==> src/rtl/core/tcsw_pkg.sv <==
// Package for the text console scroll writer.
// Holds the widths, item codes, character constants, queued command type and back-end state type.
// No dependencies.
package tcsw_pkg;

    localparam int ROW_W  = 5;
    localparam int COL_W  = 7;
    localparam int CHAR_W = 8;
    localparam int ATTR_W = 8;
    localparam int CELL_W = CHAR_W + ATTR_W;

    localparam logic [1:0] KIND_TEXT  = 2'd0;
    localparam logic [1:0] KIND_PUT   = 2'd1;
    localparam logic [1:0] KIND_CLEAR = 2'd2;
    localparam logic [1:0] KIND_READ  = 2'd3;

    localparam logic [CHAR_W-1:0] CH_NEWLINE = 8'h0A;
    localparam logic [CHAR_W-1:0] CH_RETURN  = 8'h0D;
    localparam logic [CHAR_W-1:0] CH_SPACE   = 8'h20;
    localparam logic [ATTR_W-1:0] ATTR_RESET = 8'h0F;

    typedef enum logic [2:0] {
        OP_CHAR,
        OP_NEWLINE,
        OP_RETURN,
        OP_PUT,
        OP_CLEAR,
        OP_READ
    } op_t;

    typedef struct packed {
        op_t               op;
        logic [CHAR_W-1:0] char_code;
        logic              first;
        logic              in_range;
        logic [ROW_W-1:0]  row;
        logic [COL_W-1:0]  col;
        logic [ATTR_W-1:0] attr;
    } cmd_t;

    typedef enum logic [2:0] {
        ST_INIT,
        ST_IDLE,
        ST_TEXT,
        ST_SCROLL_MOVE,
        ST_SCROLL_BLANK,
        ST_CLEAR,
        ST_READ,
        ST_DONE
    } back_state_t;

endpackage

==> src/rtl/core/tcsw_front.sv <==
// Front end: accepts input beats, decodes them into queued commands.
// Depends on tcsw_pkg.
module tcsw_front #(
    parameter int COLUMNS = 80,
    parameter int ROWS    = 25
) (
    input  logic                         s_valid,
    output logic                         s_ready,
    input  logic [1:0]                   s_kind,
    input  logic [tcsw_pkg::CHAR_W-1:0]  s_char_code,
    input  logic                         s_first_of_string,
    input  logic [tcsw_pkg::ROW_W-1:0]   s_row_index,
    input  logic [tcsw_pkg::COL_W-1:0]   s_column_index,
    input  logic [tcsw_pkg::ATTR_W-1:0]  s_cell_attribute,
    input  logic                         init_busy,
    input  logic                         q_ready,
    output logic                         q_push,
    output tcsw_pkg::cmd_t               q_cmd
);
    import tcsw_pkg::*;

    assign s_ready = q_ready && !init_busy;
    assign q_push  = s_valid && s_ready;

    always_comb begin
        q_cmd.char_code = s_char_code;
        q_cmd.first     = s_first_of_string;
        q_cmd.row       = s_row_index;
        q_cmd.col       = s_column_index;
        q_cmd.attr      = s_cell_attribute;
        q_cmd.in_range  = (int'(s_row_index) < ROWS) && (int'(s_column_index) < COLUMNS);
        case (s_kind)
            KIND_TEXT: begin
                if (s_char_code == CH_NEWLINE) begin
                    q_cmd.op = OP_NEWLINE;
                end else if (s_char_code == CH_RETURN) begin
                    q_cmd.op = OP_RETURN;
                end else begin
                    q_cmd.op = OP_CHAR;
                end
            end
            KIND_PUT:   q_cmd.op = OP_PUT;
            KIND_CLEAR: q_cmd.op = OP_CLEAR;
            KIND_READ:  q_cmd.op = OP_READ;
            default:    q_cmd.op = OP_READ;
        endcase
    end

endmodule

==> config.mk <==
export PLATFORM = sky130hd
export DESIGN_NAME = tcsw_front
export DESIGN_NICKNAME = d
export VERILOG_FILES = /design/src/rtl/core/tcsw_pkg.sv /design/src/rtl/core/tcsw_front.sv
export SDC_FILE = /design/constraint.sdc
export NUM_CORES = 1
export LEC_CHECK = 0
export ABC_CLOCK_PERIOD_IN_PS = 800
export BUFFER_PORTS_ARGS = -buffer_cell sky130_fd_sc_hd__buf_2
export CORE_MARGIN = 3
export CORE_UTILIZATION = 22
export DETAILED_ROUTE_END_ITERATION = 16
export GPL_ROUTABILITY_DRIVEN = 0
export GPL_TIMING_DRIVEN = 0
export PLACE_DENSITY = 0.91
export SLEW_MARGIN = 10
export SYNTH_ARGS = -nofsm -noshare
export SYNTH_HDL_FRONTEND = slang
export SYNTH_SLANG_ARGS = --single-unit
==> constraint.sdc <==
create_clock -name vclk -period 0.8
set_input_delay 0.04 -clock vclk [all_inputs]
set_output_delay 0.04 -clock vclk [all_outputs]
set_load 0.01 [all_outputs]
==> impl_metrics.yaml <==
timing:
  period_share_pct: 96.5
  period_minus_slack_ns: 0.772
  maxSlewHeadroom_pct: 84.5
  setup_viol: 0
  rsz0062_at_grt: "true"
  hold_viol_final: 0
  worst_pin_slew_ns: 0.229
  worst_hold_slack_ns: 0.265
  finalMaxSlewViolations: 0
  fmax_mhz: 1300
critical_path:
  slowest_delay_ns: 0.28
  crit_fanout: 2
  crit_arrival_ns: 0.73
  slowest_stage: "nor4b_4"
  cp-end-kind: "output pin"
  crit_family: "simple AND/OR/NAND/NOR gates"
  cp.required_ns: 0.76
  crit_path_start_kind: "input port"
  path_cells: "buf_8 > nor4b_4 > a41o_1 > buf_2"
  crit_type: "in2out"
  crit_buf_inv: 2
cells_and_area:
  nFlopsAndLatches: 0
  area_growth_syn_to_layout_pct: 108
  clkbuf_count: 0
  layout.cells.non_filler: 112
  drive_gt1_share_pct: 88.8
  nNetsFinal: 134
  regArea_um2: 0
  n_antenna_cell: 0
  fin_area_um2: 647
route:
  route.antenna.remaining_nets: 0
  routed_via_density: 3.94
  wl_um: 1040
  wire_per_inst_um: 9.26
  firstDrtPassIters: 1
  drtIter0Drc: 0
  vias: 441
  drc_errors: 0
pwr:
  p_per_area_nw_per_um2: 543
  p_leak_nw: 0.408
  ir_drop_mv: 0.216
  totalPowerFinal_mw: 0.351
die:
  design.die.area_um2: 1900
  fp.dieW_um: 43.6
  pin_count: 69
  die_h_um: 43.6
  core_region_area_um2: 1220
  initial_core_util_pct: 25.6
  num_rows: 12
hold_path:
  worstHoldPathCells: 2
  holdPathEnd: "q_cmd[1]"
  hold_path_class: "in2out"
  hp-start: "s_cell_attribute[1]"
status:
  outcome: "completed"
run:
  cap_violations: 0
global_route:
  grt-ovfl-total: 0
  grt_pass1_vias: 379
  antenna_found_initial: 0
  grt_max_degree: 4
  grt_pass1_wl_um: 1450
  grt_use_total_pct: 8.99
synthesis:
  yosysWarnings: 0
  synth_area_um2: 312
  synth_cell_type_count: 11
  seq_area_frac_synth_pct: 0
  syn_inst: 42
  syn-num-nets: 76
  synth_area_per_cell_um2: 7.42
placement:
  placed_cells: 112
  io_buffer_count: 56
  place_area_um2: 609
clock_tree:
  postCtsSetupBuffers: 0
[power breakdown]
part | switching [mW] | internal, mW | leakage (nW)
Clock | 0 | 0 | 0
Combinational | 0.135 | 0.216 | 0.408
Sequential | 0 | 0 | 0
[worst max-delay path by stage]
stage / from / end / slack, ns / depth (start not counted)
after floorplan: s_char_code[7] / q_cmd[30] / 0.20 / 2
after global placement: s_char_code[7] / q_cmd[30] / -0.04 / 4
after detailed placement: s_char_code[7] / q_cmd[30] / -0.03 / 4
after CTS: s_char_code[6] / q_cmd[30] / 0.002 / 4
after global routing: s_char_code[7] / q_cmd[30] / -0.02 / 4
final: s_char_code[7] / q_cmd[30] / 0.03 / 4
[layer usage]
metal | up-vias | global-route usage [%] | wire length, µm
met5 | - | 0 | 0
met4 | 0 | 0 | 0
met3 | 0 | 0.415 | 131
met2 | 32 | 20.1 | 623
met1 | 188 | 9.16 | 282
li1 | 221 | - | -
[cells in the final DEF, fill, tap and decap left out]
| master | n |
|---|---|
| a41o_1 | 1 |
| nor2b_1 | 2 |
| nor2_1 | 2 |
| buf_2 | 53 |
| nor4b_4 | 1 |
| nor4bb_2 | 1 |
| o21ai_0 | 1 |
| o311ai_1 | 1 |
| buf_6 | 2 |
| and2_1 | 2 |
| a31o_1 | 1 |
| clkbuf_1 | 1 |
| buf_8 | 1 |
| buf_4 | 29 |
[cells by family (layout without fill, tap and decap cells)]
kind of cell | Yosys count | count (layout) | share of synthesized area [%]
AOI/OAI and AO/OA | 4 | 4 | 10.4
buffers and inverters | 30 | 86 | 71.1
and+or+nand+nor | 8 | 8 | 18.5
[cells in the mapped netlist]
cell / n / share of area, %
o311ai_0: 1 / 2.8
nor2_1: 2 / 2.4
o21ai_0: 1 / 1.6
nor2b_1: 2 / 4.0
nor4b_2: 1 / 4.8
a41o_1: 1 / 3.2
a31o_1: 1 / 2.8
clkbuf_1: 1 / 1.2
and2_1: 2 / 4.0
nor4bb_1: 1 / 3.2
buf_4: 29 / 70
[final cells by class]
| type | count | area (µm²) |
|---|---|---|
| fillers | 115 | 569 |
| repair buffers | 56 | 303 |
| plain buffers | 30 | 221 |
| multi-input cells | 12 | 105 |
| well taps | 14 | 17.5 |
[through the flow]
step	utilization (%)	worst slack (ns)	TNS (ns)
after floorplan	-	0.197	0
after global placement	50.1	-0.0370	-0.0521
after detailed placement	50.1	-0.0330	-0.0540
after CTS	50.8	0.00210	0
after global routing	53.2	-0.0203	-0.0266
final	53.2	0.0281	0
[what timing repair did]
action	4_1_cts	5_1_grt
pin swaps	2	4
hold buffers	0	0
setup endpoints to repair	3	2
resized for setup	2	8
(Power assumes the default switching activity.)
