File: src/rtl/core/tcsw_pkg.sv
// Package for the text console scroll writer.
// Holds the widths, item codes, character constants, queued command type and back-end state type.
// No dependencies.
package tcsw_pkg;

    localparam int ROW_W  = 5;
    localparam int COL_W  = 7;
    localparam int CHAR_W = 8;
    localparam int ATTR_W = 8;
    localparam int CELL_W = CHAR_W + ATTR_W;

    localparam logic [1:0] KIND_TEXT  = 2'd0;
    localparam logic [1:0] KIND_PUT   = 2'd1;
    localparam logic [1:0] KIND_CLEAR = 2'd2;
    localparam logic [1:0] KIND_READ  = 2'd3;

    localparam logic [CHAR_W-1:0] CH_NEWLINE = 8'h0A;
    localparam logic [CHAR_W-1:0] CH_RETURN  = 8'h0D;
    localparam logic [CHAR_W-1:0] CH_SPACE   = 8'h20;
    localparam logic [ATTR_W-1:0] ATTR_RESET = 8'h0F;

    typedef enum logic [2:0] {
        OP_CHAR,
        OP_NEWLINE,
        OP_RETURN,
        OP_PUT,
        OP_CLEAR,
        OP_READ
    } op_t;

    typedef struct packed {
        op_t               op;
        logic [CHAR_W-1:0] char_code;
        logic              first;
        logic              in_range;
        logic [ROW_W-1:0]  row;
        logic [COL_W-1:0]  col;
        logic [ATTR_W-1:0] attr;
    } cmd_t;

    typedef enum logic [2:0] {
        ST_INIT,
        ST_IDLE,
        ST_TEXT,
        ST_SCROLL_MOVE,
        ST_SCROLL_BLANK,
        ST_CLEAR,
        ST_READ,
        ST_DONE
    } back_state_t;

endpackage

File: src/rtl/core/tcsw_queue.sv
// Two-entry command queue between front end and back end.
// Depends on tcsw_pkg.
module tcsw_queue (
    input  logic           aclk,
    input  logic           aresetn,
    input  logic           push,
    input  tcsw_pkg::cmd_t push_cmd,
    output logic           push_ready,
    input  logic           pop,
    output logic           pop_valid,
    output tcsw_pkg::cmd_t pop_cmd
);
    import tcsw_pkg::*;

    cmd_t       entries_reg [2];
    logic       wr_ptr_reg;
    logic       wr_ptr_next;
    logic       rd_ptr_reg;
    logic       rd_ptr_next;
    logic [1:0] count_reg;
    logic [1:0] count_next;

    assign push_ready = (count_reg != 2'd2);
    assign pop_valid  = (count_reg != 2'd0);
    assign pop_cmd    = entries_reg[rd_ptr_reg];

    always_comb begin
        wr_ptr_next = push ? !wr_ptr_reg : wr_ptr_reg;
        rd_ptr_next = pop ? !rd_ptr_reg : rd_ptr_reg;
        count_next  = count_reg;
        if (push && !pop) begin
            count_next = count_reg + 2'd1;
        end else if (pop && !push) begin
            count_next = count_reg - 2'd1;
        end
    end

    always_ff @(posedge aclk) begin
        if (!aresetn) begin
            wr_ptr_reg <= 1'b0;
            rd_ptr_reg <= 1'b0;
            count_reg  <= 2'd0;
        end else begin
            wr_ptr_reg <= wr_ptr_next;
            rd_ptr_reg <= rd_ptr_next;
            count_reg  <= count_next;
        end
    end

    always_ff @(posedge aclk) begin
        if (push) begin
            entries_reg[wr_ptr_reg] <= push_cmd;
        end
    end

endmodule

File: config.mk
export PLATFORM = sky130hd
export DESIGN_NAME = tcsw_queue
export DESIGN_NICKNAME = d
export VERILOG_FILES = /design/src/rtl/core/tcsw_pkg.sv /design/src/rtl/core/tcsw_queue.sv
export SDC_FILE = /design/constraint.sdc
export NUM_CORES = 1
export LEC_CHECK = 0
export ABC_AREA = 1
export BUFFER_PORTS_ARGS = -buffer_cell sky130_fd_sc_hd__clkbuf_2
export CAP_MARGIN = 30
export CORE_AREA = 2 2 76 78
export DETAILED_ROUTE_END_ITERATION = 10
export DIE_AREA = 0 0 78 80
export PLACE_DENSITY_LB_ADDON = 0.3
export REMOVE_ABC_BUFFERS = 1
export SLEW_MARGIN = 20
export SYNTH_ARGS = -nofsm -noshare
export SYNTH_HDL_FRONTEND = slang
export SYNTH_SLANG_ARGS = --single-unit
File: constraint.sdc
create_clock -name aclk -period 3.3 [get_ports aclk]
set_input_delay 0.99 -clock aclk [delete_from_list [all_inputs] [get_ports aclk]]
set_output_delay 0.99 -clock aclk [all_outputs]
set_load 0.05 [all_outputs]
==> impl_results.md <==
* Run status: finished, final reports clean
* Routability cong. at 0.708
* Die Y at 80 um
* Total Routing Usage GR at 0.143
* Clock Sinks at slightly above 70
* Met2 Routed Length at between 2000 and 2500 um
* Yosys top cell area share at 0.717
* Die area at 6240 um^2
* Final hold viol count at 0
* EDFF count, synth at 66
* R2r setup slk at 1960 ps
* # Post-CTS Setup Buffers at 0
* CTS Buffer Depth at 2
* Final wirelength at 4220 um
* First-pass GRT wire length at 6350 um
* I/O Pins at 72
* Synthesis Warnings at 0
* Top-count cell post-synth: edfxtp_1
* CP max stage delay at 620 ps
* Starting DRT DRC Count at between 80 and 90
* DP HPWL at just under 3000 um
* Worst EP required at 2310 ps
* Vias in the first global route at 1376
* Worst slew pin tran at roughly 560 ps
* Syn avg cell area at 20.0 um^2
* Top cells by count, synth: 66 x edfxtp_1, 30 x mux2_4, 10 x nand2_1
* Residual DRC at 0
* Critical path type: flop to output pin
* TritonCTS clock tree: yes
* Crit path arrival time at 1770 ps
* CTS resizes at 0
* Netlist cell types at 14
* Skew-Pair Late Insertion Delay at 320 ps
* RSZ-0062 raised after global routing: no
* CP Max Fanout at 20
* WL/cell at 14.2 um
* Layout cells sized above 1 at 0.538
* Vias at 1382
* Post-synth ARST share at 0
* Worst rel slew slack at 0.628
* Max frequency at 0.362 GHz
* Layout fillers at 429
* Largest net degree at the start of global routing at 21
* Core box area at between 5000 and 6000 um^2
* Starting density of the core at 0.512
* Final max-slew violation count at 0
* Worst min path class: flop to flop
* Max Cap Violations at 0
* Root buf cell: clkbuf_8
* VDD IR max at 0.311 mV
* DR pass1 iterations at 4
* Cell taking the most area after synthesis: edfxtp_1
* Setup TNS Final at 0 ps
* Gr ovfl total at 0
* Post-place setup slack at 852 ps
* Critical Path Start Type: flop
* N_diodes at 0
* DRT met1 WL at 1830 um
* P_leak at 0.00140 uW
* Number of synthesized register bits at 71
* H-Tree Depth at 3
* Die span in x at around 78 um
* Mapped Cells at 138
* Area grow syn2layout at 21.7%
* Pwr Density at a little under 600 nW/um^2
* PnR worst setup slack at 540 ps
* Max reg flops at 66
* Crit path cell chain: buf_12 -> mux2_4 -> clkbuf_2
* Total CTS buffers at 9
* Row cnt at 27
* Port bufs at 71
* Via density at 4.65
* Cell area after synthesis at 2770 um^2
* Final critical-path share of the clock period at 0.836
* Crit end category: output pin
* Final Critical Period at 2760 ps
* Routed length on met3 at ~290 um
* Final nets at 258
* Synth area leaders: edfxtp_1 72%, mux2_4 16%, dfxtp_1 3.6%
* Final setup violation count at 0
* Max layer used: met4
* Storage cell area at about 2100 um^2
* Seq/Total Area, Yosys at 0.753
* Finished Core Util at 0.622
* Clock-pin slew on the worst setup and hold paths at 60 ps
* CP max-delay cell: dfxtp_2
* Multi-input logic area at between 500 and 600 um^2
* Total chip power at 1960 uW
* Antenna Nets Post-Route at 0
* Initial antenna violation count at 0
* Clk_skew at 9.79 ps
* CTS Hold Bufs at 0
* Synth Flop Type: edfxtp_1
==> worst max-delay path: cells and delay by family, from the launching register on <==
family	cells	cell delay, ps
buffers and inverters	2	510
flip-flops	1	620
multiplexers	1	320
==> placed cells by master, fill, tap and decap left out <==
| master | instances |
|---|---|
| clkbuf_2 | 71 |
| edfxtp_1 | 66 |
| mux2_4 | 30 |
| nand2_1 | 10 |
| clkbuf_8 | 10 |
| inv_1 | 8 |
| nor2_1 | 6 |
| clkbuf_1 | 4 |
| dfxtp_1 | 4 |
| mux2_2 | 3 |
| buf_4 | 2 |
| buf_12 | 2 |
| nor2_4 | 1 |
| o21ai_0 | 1 |
| a21oi_1 | 1 |
| nand3_1 | 1 |
| nand4_1 | 1 |
| ha_1 | 1 |
| dfxtp_2 | 1 |
| clkinv_1 | 1 |
| clkinv_2 | 1 |
==> layer usage <==
metal,global-route usage,up-vias
met5,0,-
li1,-,680
met3,0.0486,2
met4,0.0789,0
met1,0.174,655
met2,0.223,45
==> path summary, 6_finish.rpt <==
check	start	endpoint	depth (start not counted)
worst max-delay path	flop	pop_cmd[26]	3
worst min-delay path	rd_ptr_reg$_SDFFE_PN0P_	rd_ptr_reg$_SDFFE_PN0P_	2
worst max register to register	wr_ptr_reg$_SDFFE_PN0P_	entries_reg[0][7]$_DFFE_PP_	2
worst min register to register	rd_ptr_reg$_SDFFE_PN0P_	rd_ptr_reg$_SDFFE_PN0P_	2
==> cell families (layout without fill, tap and decap cells) <==
kind of cell	after synthesis	count (layout)	share of synthesized area
AO/OA/AOI/OAI	2	2	0.00362
flip-flops	71	71	0.753
adder cells (fa/ha/maj)	1	1	0.00452
buffers and inverters	12	99	0.0367
AND/OR/NAND/NOR	19	19	0.0272
multiplexers	33	33	0.175
==> per-stage QoR <==
| step | cell area, um^2 | cells | hold slack (ps) |
|---|---|---|---|
| finish | 3360 | 297 | 507 |
| CTS | 3360 | 297 | 510 |
| global route | 3360 | 297 | 546 |
| floorplan | 2690 | 134 | 463 |
| detailed placement | 3200 | 281 | 494 |
| global placement | 3200 | 281 | 476 |
==> final cells by class <==
| class | instances | area share |
|---|---|---|
| multi-input combinational | 55 | 0.175 |
| clock buffer | 14 | 0.0454 |
| inverter | 8 | 0.00893 |
| clock inverter | 2 | 0.00260 |
| timing repair buffer | 75 | 0.122 |
| tap | 72 | 0.0268 |
| sequential | 71 | 0.619 |
==> power breakdown <==
part / switching, uW / internal [uW]
combinational: 221 / 111
sequential: 20.0 / 1040
clock: 273 / 291
No activity file was read; power rests on OpenSTA's default activity.
